**src/hw/rtl/pba_pkg.sv**
```systemverilog
// Shared constants, payload types and helpers of the page bitmap allocator.
`timescale 1ns / 1ps
package pba_pkg;

	localparam int ADDR_W     = 48;
	localparam int PAGE_SHIFT = 12;
	localparam int POOL_PAGES = 64;
	localparam int WORD_BITS  = 64;
	localparam int BIT_AW     = 6;
	localparam int WORD_COUNT = (POOL_PAGES + WORD_BITS - 1) / WORD_BITS;
	localparam int WORD_AW    = (WORD_COUNT > 1) ? $clog2(WORD_COUNT) : 1;
	localparam int PAGE_AW    = WORD_AW + BIT_AW;
	localparam int PAGE_NUM_W = ADDR_W - PAGE_SHIFT;
	localparam int TAIL_PAGES = POOL_PAGES % WORD_BITS;

	// bits of the last word that lie beyond the pool; they always read as used
	localparam logic [WORD_BITS-1:0] TAIL_PAD =
		(TAIL_PAGES == 0) ? '0 : ~((WORD_BITS'(1) << TAIL_PAGES) - WORD_BITS'(1));

	typedef enum logic {
		MODE_ALLOC = 1'b0,
		MODE_FREE  = 1'b1
	} mode_t;

	typedef enum logic [1:0] {
		ST_OK      = 2'd0,
		ST_EMPTY   = 2'd1,
		ST_BADFREE = 2'd2
	} status_t;

	typedef struct packed {
		mode_t              mode;
		logic [ADDR_W-1:0]  free_address;
	} req_t;

	typedef struct packed {
		logic [ADDR_W-1:0]  page_address;
		status_t            status;
	} rsp_t;

	typedef struct packed {
		logic [ADDR_W-1:0]  pool_base;
	} cfg_t;

	typedef struct packed {
		logic               found;
		logic [BIT_AW-1:0]  idx;
	} ffz_t;

	// lowest clear bit of a bitmap word
	function automatic ffz_t first_zero(input logic [WORD_BITS-1:0] word);
		ffz_t r;
		r.found = 1'b0;
		r.idx   = '0;
		for (int i = WORD_BITS - 1; i >= 0; i--) begin
			if (!word[i]) begin
				r.found = 1'b1;
				r.idx   = BIT_AW'(i);
			end
		end
		return r;
	endfunction

endpackage

```
**src/hw/rtl/pba_chan_if.sv**
```systemverilog
// Valid/ready channel carrying one payload of a given type.
`timescale 1ns / 1ps
interface pba_chan_if #(parameter type T = logic);
	logic valid;
	logic ready;
	T     payload;

	modport source (output valid, output payload, input ready);
	modport sink   (input valid, input payload, output ready);
endinterface

```
**src/hw/rtl/pba_ram.sv**
```systemverilog
// Generic single-port-write, single-port-read RAM with registered read data.
`timescale 1ns / 1ps
module pba_ram #(
	parameter int WIDTH = 64,
	parameter int DEPTH = 1,
	parameter int AW    = (DEPTH > 1) ? $clog2(DEPTH) : 1
) (
	input  logic             clk,
	input  logic             we,
	input  logic [AW-1:0]    waddr,
	input  logic [WIDTH-1:0] wdata,
	input  logic             re,
	input  logic [AW-1:0]    raddr,
	output logic [WIDTH-1:0] rdata
);

	logic [WIDTH-1:0] mem [DEPTH];

	always_ff @(posedge clk) begin
		if (we) begin
			mem[waddr] <= wdata;
		end
		if (re) begin
			rdata <= mem[raddr];
		end
	end

endmodule

```
**src/hw/rtl/page_bitmap_allocator.sv**
```systemverilog
// Page bitmap allocator: top level with bitmap RAM, request sequencer and result register.
// Allocate: IDLE issues the read of word 0, then EVAL scans the bitmap RAM one word per cycle with
// find-first-zero until a clear bit or the last word (words read: 1..WORD_COUNT), then EMIT; free goes
// through FCHK, EVAL and EMIT, straight from FCHK to EMIT when the address lies outside the pool.
// Throughput: one request at a time; EMIT waits while the result register holds an untaken result.
// Reset: per-word valid bits clear at once, so the whole bitmap reads free; no clearing pass.
`timescale 1ns / 1ps
module page_bitmap_allocator (
	input  logic        clk,
	input  logic        arst_n,
	pba_chan_if.sink    req,
	pba_chan_if.source  rsp,
	pba_chan_if.sink    cfg
);
	import pba_pkg::*;

	typedef enum logic [1:0] {
		S_IDLE,
		S_FCHK,
		S_EVAL,
		S_EMIT
	} state_t;

	state_t                 state_q;
	mode_t                  mode_q;
	logic [ADDR_W-1:0]      faddr_q;
	logic [ADDR_W-1:0]      base_q;
	logic [WORD_AW-1:0]     w_q;
	logic [BIT_AW-1:0]      bit_q;
	logic [WORD_COUNT-1:0]  word_valid_q;
	logic [ADDR_W-1:0]      res_addr_q;
	status_t                res_st_q;
	logic                   out_valid_q;
	logic [ADDR_W-1:0]      out_addr_q;
	status_t                out_st_q;

	logic                   req_fire;
	logic [ADDR_W-1:0]      base_al;
	logic [ADDR_W-1:0]      off;
	logic [PAGE_NUM_W-1:0]  off_page;
	logic                   in_range;
	logic [WORD_BITS-1:0]   rdata;
	logic [WORD_BITS-1:0]   word_eff;
	logic [WORD_BITS-1:0]   alloc_view;
	ffz_t                   ffz;
	logic                   last_word;
	logic [ADDR_W-1:0]      alloc_addr;
	logic                   out_free;

	logic                   ram_we;
	logic                   ram_re;
	logic [WORD_AW-1:0]     ram_raddr;
	logic [WORD_BITS-1:0]   ram_wdata;

	assign req.ready = (state_q == S_IDLE);
	assign req_fire  = req.valid && req.ready;
	assign cfg.ready = 1'b1;

	assign rsp.valid                = out_valid_q;
	assign rsp.payload.page_address = out_addr_q;
	assign rsp.payload.status       = out_st_q;
	assign out_free                 = !out_valid_q || rsp.ready;

	assign base_al  = {base_q[ADDR_W-1:PAGE_SHIFT], {PAGE_SHIFT{1'b0}}};
	assign off      = faddr_q - base_al;
	assign off_page = off[ADDR_W-1:PAGE_SHIFT];
	assign in_range = off_page < PAGE_NUM_W'(POOL_PAGES);

	// a word never written since reset reads as all free
	assign word_eff   = word_valid_q[w_q] ? rdata : '0;
	assign last_word  = (w_q == WORD_AW'(WORD_COUNT - 1));
	assign alloc_view = word_eff | (last_word ? TAIL_PAD : '0);
	assign ffz        = first_zero(alloc_view);
	assign alloc_addr = base_al + (ADDR_W'({w_q, ffz.idx}) << PAGE_SHIFT);

	// Writes happen only in EVAL, which then moves to EMIT, and reads are issued only in IDLE, FCHK or an
	// EVAL that does not write, so the RAM never sees a read racing a write of the same word.
	always_comb begin
		ram_re    = 1'b0;
		ram_raddr = w_q;
		ram_we    = 1'b0;
		ram_wdata = word_eff;
		unique case (state_q)
			S_IDLE: begin
				if (req_fire && req.payload.mode == MODE_ALLOC) begin
					ram_re    = 1'b1;
					ram_raddr = '0;
				end
			end
			S_FCHK: begin
				if (in_range) begin
					ram_re    = 1'b1;
					ram_raddr = off_page[PAGE_AW-1:BIT_AW];
				end
			end
			S_EVAL: begin
				if (mode_q == MODE_ALLOC) begin
					if (ffz.found) begin
						ram_we    = 1'b1;
						ram_wdata = word_eff | (WORD_BITS'(1) << ffz.idx);
					end else if (!last_word) begin
						ram_re    = 1'b1;
						ram_raddr = w_q + WORD_AW'(1);
					end
				end else if (word_eff[bit_q]) begin
					ram_we    = 1'b1;
					ram_wdata = word_eff & ~(WORD_BITS'(1) << bit_q);
				end
			end
			default: begin
			end
		endcase
	end

	pba_ram #(
		.WIDTH (WORD_BITS),
		.DEPTH (WORD_COUNT),
		.AW    (WORD_AW)
	) u_bitmap (
		.clk   (clk),
		.we    (ram_we),
		.waddr (w_q),
		.wdata (ram_wdata),
		.re    (ram_re),
		.raddr (ram_raddr),
		.rdata (rdata)
	);

	always_ff @(posedge clk or negedge arst_n) begin
		if (!arst_n) begin
			base_q <= '0;
		end else if (cfg.valid && cfg.ready) begin
			base_q <= cfg.payload.pool_base;
		end
	end

	always_ff @(posedge clk or negedge arst_n) begin
		if (!arst_n) begin
			state_q      <= S_IDLE;
			word_valid_q <= '0;
			out_valid_q  <= 1'b0;
			out_addr_q   <= '0;
			out_st_q     <= ST_OK;
			mode_q       <= MODE_ALLOC;
			faddr_q      <= '0;
			w_q          <= '0;
			bit_q        <= '0;
			res_addr_q   <= '0;
			res_st_q     <= ST_OK;
		end else begin
			if (ram_we) begin
				word_valid_q[w_q] <= 1'b1;
			end
			// result register: load from EMIT, else drop on the output transfer
			if (state_q == S_EMIT && out_free) begin
				out_valid_q <= 1'b1;
				out_addr_q  <= res_addr_q;
				out_st_q    <= res_st_q;
			end else if (rsp.valid && rsp.ready) begin
				out_valid_q <= 1'b0;
			end
			unique case (state_q)
				S_IDLE: begin
					if (req_fire) begin
						mode_q  <= req.payload.mode;
						faddr_q <= req.payload.free_address;
						w_q     <= '0;
						state_q <= (req.payload.mode == MODE_ALLOC) ? S_EVAL : S_FCHK;
					end
				end
				S_FCHK: begin
					w_q   <= off_page[PAGE_AW-1:BIT_AW];
					bit_q <= off_page[BIT_AW-1:0];
					if (in_range) begin
						state_q <= S_EVAL;
					end else begin
						res_addr_q <= '0;
						res_st_q   <= ST_BADFREE;
						state_q    <= S_EMIT;
					end
				end
				S_EVAL: begin
					if (mode_q == MODE_ALLOC) begin
						if (ffz.found) begin
							res_addr_q <= alloc_addr;
							res_st_q   <= ST_OK;
							state_q    <= S_EMIT;
						end else if (last_word) begin
							res_addr_q <= '0;
							res_st_q   <= ST_EMPTY;
							state_q    <= S_EMIT;
						end else begin
							w_q <= w_q + WORD_AW'(1);
						end
					end else begin
						res_addr_q <= '0;
						res_st_q   <= word_eff[bit_q] ? ST_OK : ST_BADFREE;
						state_q    <= S_EMIT;
					end
				end
				S_EMIT: begin
					if (out_free) begin
						state_q <= S_IDLE;
					end
				end
				default: begin
					state_q <= S_IDLE;
				end
			endcase
		end
	end

	a_write_in_eval: assert property (@(posedge clk) disable iff (!arst_n)
		ram_we |-> state_q == S_EVAL)
		else $error("bitmap written outside EVAL");

	a_fire_leaves_idle: assert property (@(posedge clk) disable iff (!arst_n)
		req_fire |=> state_q != S_IDLE)
		else $error("accepted request did not start");

	a_result_from_emit: assert property (@(posedge clk) disable iff (!arst_n)
		$rose(out_valid_q) |-> $past(state_q) == S_EMIT)
		else $error("result raised outside EMIT");

	a_fail_zero_addr: assert property (@(posedge clk) disable iff (!arst_n)
		out_valid_q && out_st_q != ST_OK |-> out_addr_q == '0)
		else $error("failed request returned a nonzero address");

	a_free_zero_addr: assert property (@(posedge clk) disable iff (!arst_n)
		state_q == S_EVAL && mode_q == MODE_FREE |=> res_addr_q == '0)
		else $error("free returned a nonzero address");

endmodule

```
**src/flat_wrapper.sv**
```systemverilog
// flat-port wrapper written by rule: the top's interface ports become plain ports
module page_bitmap_allocator_flat import pba_pkg::*;
  (clk, arst_n, req_valid, req_payload, req_ready, rsp_valid, rsp_payload, rsp_ready, cfg_valid, cfg_payload, cfg_ready);
  pba_chan_if #(.T(req_t)) req_i ();
  pba_chan_if #(.T(rsp_t)) rsp_i ();
  pba_chan_if #(.T(cfg_t)) cfg_i ();
  input  logic clk;
  input  logic arst_n;
  input wire logic [$bits(req_i.valid)-1:0] req_valid;
  input wire logic [$bits(req_i.payload)-1:0] req_payload;
  output wire logic [$bits(req_i.ready)-1:0] req_ready;
  output wire logic [$bits(rsp_i.valid)-1:0] rsp_valid;
  output wire logic [$bits(rsp_i.payload)-1:0] rsp_payload;
  input wire logic [$bits(rsp_i.ready)-1:0] rsp_ready;
  input wire logic [$bits(cfg_i.valid)-1:0] cfg_valid;
  input wire logic [$bits(cfg_i.payload)-1:0] cfg_payload;
  output wire logic [$bits(cfg_i.ready)-1:0] cfg_ready;
  assign req_i.valid = req_valid;
  assign req_i.payload = req_payload;
  assign req_ready = req_i.ready;
  assign rsp_valid = rsp_i.valid;
  assign rsp_payload = rsp_i.payload;
  assign rsp_i.ready = rsp_ready;
  assign cfg_i.valid = cfg_valid;
  assign cfg_i.payload = cfg_payload;
  assign cfg_ready = cfg_i.ready;
  page_bitmap_allocator u_core (.clk(clk), .arst_n(arst_n), .req(req_i), .rsp(rsp_i), .cfg(cfg_i));
endmodule
```
**config.mk**
```make
export PLATFORM = sky130hd
export DESIGN_NAME = page_bitmap_allocator_flat
export DESIGN_NICKNAME = d
export VERILOG_FILES = /design/src/hw/rtl/pba_pkg.sv /design/src/hw/rtl/pba_chan_if.sv /design/src/hw/rtl/pba_ram.sv /design/src/hw/rtl/page_bitmap_allocator.sv /design/src/flat_wrapper.sv
export SDC_FILE = /design/constraint.sdc
export NUM_CORES = 1
export LEC_CHECK = 0
export BUFFER_PORTS_ARGS = -buffer_cell sky130_fd_sc_hd__buf_2
export CAP_MARGIN = 20
export CORE_ASPECT_RATIO = 1.1
export CORE_MARGIN = 2
export CORE_UTILIZATION = 45
export DETAILED_ROUTE_END_ITERATION = 8
export GPL_TIMING_DRIVEN = 0
export PLACE_DENSITY = 0.62
export SLEW_MARGIN = 40
export SYNTH_ARGS = -nofsm -noshare
export SYNTH_HDL_FRONTEND = slang
export SYNTH_SLANG_ARGS = --single-unit
```
**constraint.sdc**
```tcl
create_clock -name clk -period 7.35 [get_ports clk]
set_input_delay 0.735 -clock clk [delete_from_list [all_inputs] [get_ports clk]]
set_output_delay 0.735 -clock clk [all_outputs]
set_load 0.01 [all_outputs]
```
==> results of run 1 <==
-- area by class of cell --
| type | instances | area [um2] | share of cell area (%) |
|---|---|---|---|
| Inverter | 78 | 293 | 1.61 |
| Buffer | 75 | 422 | 2.32 |
| Sequential cell | 288 | 7850 | 43.1 |
| Clock buffer | 42 | 893 | 4.91 |
| Tap cell | 444 | 556 | 3.05 |
| Multi-Input combinational cell | 1033 | 7310 | 40.2 |
| Timing Repair Buffer | 125 | 763 | 4.19 |
| Antenna cell | 2 | 5.00 | 0.0275 |
| Clock inverter | 15 | 106 | 0.584 |
-- path summary, 6_finish.rpt --
check / slack [ps] / cells after the start / start / end
max reg2reg: 2010 / 19 / u_core.word_valid_q$_DFFE_PN0P_ / u_core.res_addr_q[34]$_DFFE_PN0P_
min reg2reg: 410 / 0 / u_core.u_bitmap.mem[0][57]$_DFFE_PP_ / u_core.u_bitmap.rdata[57]$_DFFE_PP_
min in group clk: 360 / 3 / cfg_payload[30] / u_core.base_q[30]$_DFFE_PN0P_
min: 30 / 1 / arst_n / u_core.out_addr_q[29]$_DFFE_PN0P_
max: 2010 / 19 / u_core.word_valid_q$_DFFE_PN0P_ / u_core.res_addr_q[34]$_DFFE_PN0P_
max in group asynchronous: 6380 / 3 / arst_n / u_core.faddr_q[12]$_DFFE_PN0P_
-- power by group --
part | total, mW | switching [mW] | internal, mW
registers | 2.59 | 0.302 | 2.28
clock network | 1.52 | 0.661 | 0.858
logic | 3.04 | 1.78 | 1.26
-- cells in the mapped netlist, types with 22 or more instances --
| master | count | area [um2] |
|---|---|---|
| sky130_fd_sc_hd__a21oi_1 | 41 | 205 |
| sky130_fd_sc_hd__buf_4 | 22 | 165 |
| sky130_fd_sc_hd__clkbuf_1 | 38 | 143 |
| sky130_fd_sc_hd__dfrtp_1 | 160 | 4000 |
| sky130_fd_sc_hd__edfxtp_1 | 128 | 3840 |
| sky130_fd_sc_hd__ha_1 | 45 | 563 |
| sky130_fd_sc_hd__inv_1 | 77 | 289 |
| sky130_fd_sc_hd__mux2_2 | 83 | 935 |
| sky130_fd_sc_hd__nand2_1 | 137 | 514 |
| sky130_fd_sc_hd__nand3_1 | 50 | 250 |
| sky130_fd_sc_hd__nor2_1 | 88 | 330 |
| sky130_fd_sc_hd__nor3_1 | 30 | 150 |
| sky130_fd_sc_hd__o211ai_1 | 57 | 428 |
| sky130_fd_sc_hd__o21ai_0 | 135 | 676 |
| sky130_fd_sc_hd__o2bb2ai_1 | 33 | 289 |
| sky130_fd_sc_hd__xnor2_1 | 42 | 368 |
-- sequential cells by signal (all words and copies together) (netlist names) --
name / count
u_core.base_q: 36
u_core.bit_q: 6
u_core.faddr_q: 36
u_core.mode_q: 1
u_core.out_addr_q: 36
u_core.out_st_q: 2
u_core.res_addr_q: 36
u_core.res_st_q: 2
u_core.rsp.valid: 1
u_core.state_q: 2
u_core.u_bitmap.mem: 64
u_core.u_bitmap.rdata: 64
u_core.w_q: 1
u_core.word_valid_q: 1
-- routing by layer --
layer	GRT usage (%)	up-vias	part of all wire (%)
met5	0	-	0
met4	12.2	0	5.2
met3	3.45	123	5.7
met2	45.4	501	50
met1	31.5	6169	39
li1	-	5783	-
-- kinds of logic (layout without fill, tap and decap cells) --
group,Yosys count,after routing
other,2,15
AO/OA/AOI/OAI,392,392
multiplexers,114,114
XOR/XNOR,47,47
AND/OR/NAND/NOR,421,421
buffers and inverters,153,335
flip-flops,288,288
adder cells (fa/ha/maj),46,46
-- per-stage QoR --
step,hold WS (ps),area (um2),cells
floorplan,400,15900,1474
global placement,400,17000,2034
detailed placement,405,17200,2043
CTS,24.3,18200,2100
global route,35.4,18200,2100
finish,30.9,18200,2102
==> flow_metrics.py, run 1 <==
metrics = {
    "outcome": {
        "outcome": "complete, no violations",
    },
    "drt": {
        "viasPerCell": 5.98,
        "sum_of_routed_wire_length_over_all_layers_um": 47800,
        "detailroute.via_count": 12600,
        "route.detailed.drc": 0,
        "avgRoutedWirePerCell_um": 22.7,
        "detail_route.first_pass.iterations": 5,
        "final_antenna_net_count": 0,
        "drt_first_iter_violations": 1186,
    },
    "floorplanning": {
        "row_count": 72,
        "fp.dieH_um": 201,
        "die-width_um": 183,
        "fp.coreArea_um2": 34900,
        "die_area_um2": 36700,
        "initial_utilization_pct": 45.4,
        "pin_count": 155,
    },
    "clocking": {
        "tritoncts_clock_tree": "yes",
        "cts_inserted_buffers": 31,
        "worstSkewPairLatency_ps": 590,
        "post_cts.resized_instances": 0,
        "hold_buffers": 0,
        "h-tree-depth": 1,
        "cts.reportedPaths.clkPinSlew_ps": 60,
        "clock_sink_count": 288,
        "clk_path_buf_depth": 3,
        "post-cts-setup-buffers": 0,
        "root_buffer": "sky130_fd_sc_hd__clkbuf_16",
    },
    "setup_path": {
        "cp_num_buf_inv": 2,
        "cpMaxStageDelayCell": "sky130_fd_sc_hd__dfrtp_1",
        "crit_path_end_kind": "flop",
        "criticalPathCategory": "flop to flop",
        "cp_cell_sequence": "nand3_1 -> or2_2 -> a41oi_1 -> nor4b_1 -> o31ai_1 -> a21oi_1 -> o21ai_0 -> clkbuf_1 -> ha_1 -> o21a_1 -> nand3_1 -> a21oi_1 -> a211oi_1 -> nor3_1 -> a21oi_2 -> buf_2 -> nor2_1 -> xnor2_1 -> o2bb2ai_1",
        "launching_element_type_of_the_critical_path": "flop",
        "max_stage_delay_ps": 630,
        "required_ps": 7810,
        "crit_family": "compound AO/OA/AOI/OAI gates",
        "highest_net_fanout_along_the_worst_path": 10,
        "cp_data_arrival_time_ps": 5800,
    },
    "pwr": {
        "power.density_nw_per_um2": 393,
        "vdd_ir_drop_max_mv": 0.286,
        "p_leak_nw": 7.33,
        "power.total_mw": 7.14,
    },
    "layout": {
        "drive_above_1_share_pct": 21.3,
        "fin_nets": 1780,
        "fin_util_pct": 52.2,
        "area_overhead_of_the_layout_relative_to_synthesis_pct": 15.1,
        "final_cell_mix": "160 x sky130_fd_sc_hd__dfrtp_1, 137 x sky130_fd_sc_hd__nand2_1, 135 x sky130_fd_sc_hd__o21ai_0",
        "fillers": 3149,
        "layout.cells.most_common": "sky130_fd_sc_hd__dfrtp_1",
    },
    "hold_path": {
        "hold_path.class": "input port to async pin",
    },
    "logic_synthesis": {
        "ys_ff_latch": 288,
        "yosysSeqAreaShare_pct": 49.6,
        "synth.avg_cell_area_um2": 10.8,
        "synth_async_sr_flop_share_pct": 55.6,
        "netlist_instances": 1463,
        "synth_compound_area_share_pct": 16.8,
        "yosys.area_share.adder_pct": 3.69,
        "synth_cell_type_count": 94,
        "synth-edff-count": 128,
        "synth_top_family_by_area": "compound AO/OA/AOI/OAI gates",
        "synth.cell_area_um2": 15800,
        "synth_ff_type": "sky130_fd_sc_hd__dfrtp_1",
        "xor_xnor_portion_of_the_synthesized_cell_area_pct": 2.60,
        "muxShareOfSynthArea_pct": 9.46,
        "synthesis.yosys.warnings": 0,
        "synthSimpleGateAreaFrac_pct": 13.3,
    },
    "global_routing": {
        "global_route.overflow_total": 0,
        "first_global_vias": 12400,
        "grt_util_all_layers_pct": 25.9,
        "global_route_wire_length_before_repair_um": 72400,
        "initial_antenna_violation_count": 2,
        "grt_start_max_net_pins": 66,
    },
    "timing": {
        "timing.clock.skew_ps": 17.4,
        "setup-tns-final_ps": 0,
        "timing.fmax_mhz": 187,
        "timing.final.hold_violations": 0,
        "final_min_period_over_clock_period_pct": 72.7,
        "slew_violations": 0,
        "final.setup.worst_slack_ps": 2010,
        "grt_setup_unrepaired": "no",
        "final_period_minus_worst_setup_slack_ps": 5340,
        "relSlewSlack_pct": 46.2,
        "timing_worst_slew_pin_value_ps": 806,
        "setup_viol": 0,
    },
    "place": {
        "detailed_place_hpwl_um": 36700,
        "io_buffers": 116,
        "placement.setup.worst_slack_ps": 2090,
        "final_gp_congestion": 0.958,
    },
    "run": {
        "max-cap-violations": 0,
    },
}
Power figures use the tool's default switching activity.
==> run 2, diff against run 1 <==
--- a/config.mk
+++ b/config.mk
@@ -12,7 +12,7 @@
 export CORE_UTILIZATION = 45
 export DETAILED_ROUTE_END_ITERATION = 8
 export GPL_TIMING_DRIVEN = 0
-export PLACE_DENSITY = 0.62
+export PLACE_DENSITY = 0.65
 export SLEW_MARGIN = 40
 export SYNTH_ARGS = -nofsm -noshare
 export SYNTH_HDL_FRONTEND = slang
==> constraint.sdc (replaced) <==
create_clock -name clk -period 4.8 [get_ports clk]
set_input_delay 0.48 -clock clk [delete_from_list [all_inputs] [get_ports clk]]
set_output_delay 0.48 -clock clk [all_outputs]
set_load 0.01 [all_outputs]
==> flow_metrics.py, run 2 (same netlist as run 1, synthesis figures left out) <==
metrics = {
    "outcome": {
        "outcome": "complete, no violations",
    },
    "drt": {
        "drt_first_iter_violations": 1151,
        "viasPerCell": 5.96,
        "final_antenna_net_count": 0,
        "detailroute.via_count": 12600,
        "detail_route.first_pass.iterations": 5,
        "sum_of_routed_wire_length_over_all_layers_um": 47100,
        "route.detailed.drc": 0,
        "avgRoutedWirePerCell_um": 22.3,
    },
    "hold_path": {
        "hold_path.class": "input port to flop",
        "hold_path.startpoint": "cfg_payload[34]",
    },
    "setup_path": {
        "required_ps": 5270,
        "criticalPathCategory": "flop to flop",
        "cpMaxStageDelayCell": "sky130_fd_sc_hd__dfrtp_2",
        "r2r_start": "u_core.word_valid_q$_DFFE_PN0P_",
        "highest_net_fanout_along_the_worst_path": 10,
        "launching_element_type_of_the_critical_path": "flop",
        "cp_data_arrival_time_ps": 5020,
        "max_stage_delay_ps": 460,
        "crit_path_start": "u_core.word_valid_q$_DFFE_PN0P_",
        "cp_cell_sequence": "buf_12 -> buf_4 -> and3_1 -> a41oi_1 -> nor4b_1 -> o31ai_1 -> a21oi_1 -> o21ai_2 -> buf_2 -> ha_1 -> o21a_1 -> nand3_1 -> a21oi_2 -> a211oi_1 -> nor3_2 -> a21oi_4 -> buf_4 -> nor2_1 -> xnor2_1 -> o2bb2ai_1",
        "crit_top_cell": "sky130_fd_sc_hd__buf_4",
        "crit_path_end_kind": "flop",
    },
    "layout": {
        "n_antenna_cell": 0,
        "combined_area_of_the_multi_input_logic_cells_um2": 7350,
        "layout.cells.most_common": "sky130_fd_sc_hd__dfrtp_1",
        "fin_util_pct": 52.6,
        "drive_above_1_share_pct": 22.0,
        "post-route-cell-area_um2": 18300,
        "fillers": 3099,
        "fin_nets": 1788,
        "final_cell_mix": "159 x sky130_fd_sc_hd__dfrtp_1, 136 x sky130_fd_sc_hd__nand2_1, 134 x sky130_fd_sc_hd__o21ai_0",
        "largest_registers": "u_core.u_bitmap.mem: 64 flops, u_core.u_bitmap.rdata: 64 flops",
        "area.sequential_um2": 7850,
        "area_overhead_of_the_layout_relative_to_synthesis_pct": 15.9,
    },
    "pwr": {
        "pwr-share-clk_pct": 22.0,
        "pwr-share-comb_pct": 42.0,
        "netSwitchingPower_mw": 4.17,
        "switching_share_pct": 37.9,
        "p_leak_nw": 7.40,
        "power.density_nw_per_um2": 601,
        "power.total_mw": 11.0,
        "pwr-share-seq_pct": 36.0,
        "vdd_ir_drop_max_mv": 0.367,
        "p_int_mw": 6.84,
    },
    "clocking": {
        "clock_sink_count": 288,
        "root_buffer": "sky130_fd_sc_hd__clkbuf_16",
        "worstSkewPairLatency_ps": 600,
        "h-tree-depth": 1,
        "cts_inserted_buffers": 31,
        "cts.reportedPaths.clkPinSlew_ps": 60,
        "tritoncts_clock_tree": "yes",
        "clk_path_buf_depth": 3,
    },
    "floorplanning": {
        "die_area_um2": 36700,
        "row_count": 72,
        "fp.dieH_um": 201,
        "fp.coreArea_um2": 34900,
        "die-width_um": 183,
        "pin_count": 155,
        "initial_utilization_pct": 45.4,
    },
    "timing": {
        "grt_setup_unrepaired": "no",
        "timing.clock.skew_ps": 20.4,
        "relSlewSlack_pct": 45.4,
        "final_min_period_over_clock_period_pct": 94.8,
        "slew_violations": 0,
        "final_period_minus_worst_setup_slack_ps": 4550,
        "timing.fmax_mhz": 220,
        "setup_viol": 0,
        "whs_ps": 95.3,
        "timing_worst_slew_pin_value_ps": 818,
        "timing.final.hold_violations": 0,
    },
    "global_routing": {
        "initial_antenna_violation_count": 0,
        "grt_util_all_layers_pct": 25.6,
        "grt_start_max_net_pins": 67,
        "global_route.overflow_total": 0,
        "first_global_vias": 12500,
        "global_route_wire_length_before_repair_um": 72100,
    },
    "place": {
        "io_buffers": 116,
        "final_gp_congestion": 0.962,
        "dpl_cell_area_um2": 17200,
        "detailed_place_hpwl_um": 36100,
    },
    "run": {
        "max-cap-violations": 0,
    },
}
run 2: layer usage:
| layer | vias to the layer above | global-route usage [%] | part of all wire [%] |
|---|---|---|---|
| met5 | - | 0 | 0 |
| met4 | 0 | 12.0 | 4.8 |
| met3 | 122 | 3.74 | 5.4 |
| met2 | 473 | 43.8 | 50 |
| met1 | 6184 | 32.0 | 40 |
| li1 | 5798 | - | - |
run 2: final timing paths:
check	to	slack (ps)	depth (start not counted)
setup / recovery	u_core.res_addr_q[26]$_DFFE_PN0P_	250	20
hold / removal	u_core.base_q[34]$_DFFE_PN0P_	100	3
setup reg to reg	u_core.res_addr_q[26]$_DFFE_PN0P_	250	20
hold reg to reg	u_core.u_bitmap.rdata[54]$_DFFE_PP_	420	0
max in group asynchronous	u_core.word_valid_q$_DFFE_PN0P_	3720	3
min in group asynchronous	u_core.out_addr_q[29]$_DFFE_PN0P_	440	2
run 2: power by group through the flow:
stage / clock (mW) / sequential [mW] / combinational [mW]
after floorplan: 0 / 3.90 / 3.24
after global placement: 0 / 4.01 / 4.42
after detailed placement: 0 / 4.01 / 4.56
after CTS: 2.48 / 3.97 / 4.59
after global routing: 2.59 / 4.04 / 5.04
final: 2.43 / 3.97 / 4.62
run 2: stage by stage:
| stage | cells | TNS [ps] | setup WS [ps] |
|---|---|---|---|
| floorplan | 1474 | 0 | 369 |
| global placement | 2034 | -105490 | -808 |
| detailed placement | 2043 | -7270 | -499 |
| CTS | 2102 | 0 | 69.5 |
| global route | 2109 | 0 | 28.8 |
| finish | 2109 | 0 | 250 |
run 2: critical path: cells and delay by family (launching register included):
| family | cells | cell delay (ps) |
|---|---|---|
| AO/OA/AOI/OAI | 9 | 1920 |
| XOR/XNOR | 1 | 210 |
| buffers and inverters | 4 | 930 |
| adder cells (fa/ha/maj) | 1 | 330 |
| AND/OR/NAND/NOR | 5 | 590 |
| flip-flops | 1 | 460 |
run 2: layout make-up:
type / count / share of cell area, %
inverters: 78 / 1.60
repair buffers: 133 / 4.48
well taps: 444 / 3.03
clock buffers: 42 / 4.68
flip-flops and latches: 288 / 42.8
multi-input cells: 1033 / 40.1
plain buffers: 75 / 2.32
clock inverters: 16 / 0.990
run 2: repair_timing:
item / in CTS / in global routing
endpoints found under the hold margin: 64 / 0
gates cloned: 0 / 0
buffers inserted: 0 / 7
hold buffers: 1 / 0
setup endpoints to repair: 28 / 68
resized for setup: 7 / 6
pin swaps: 0 / 4
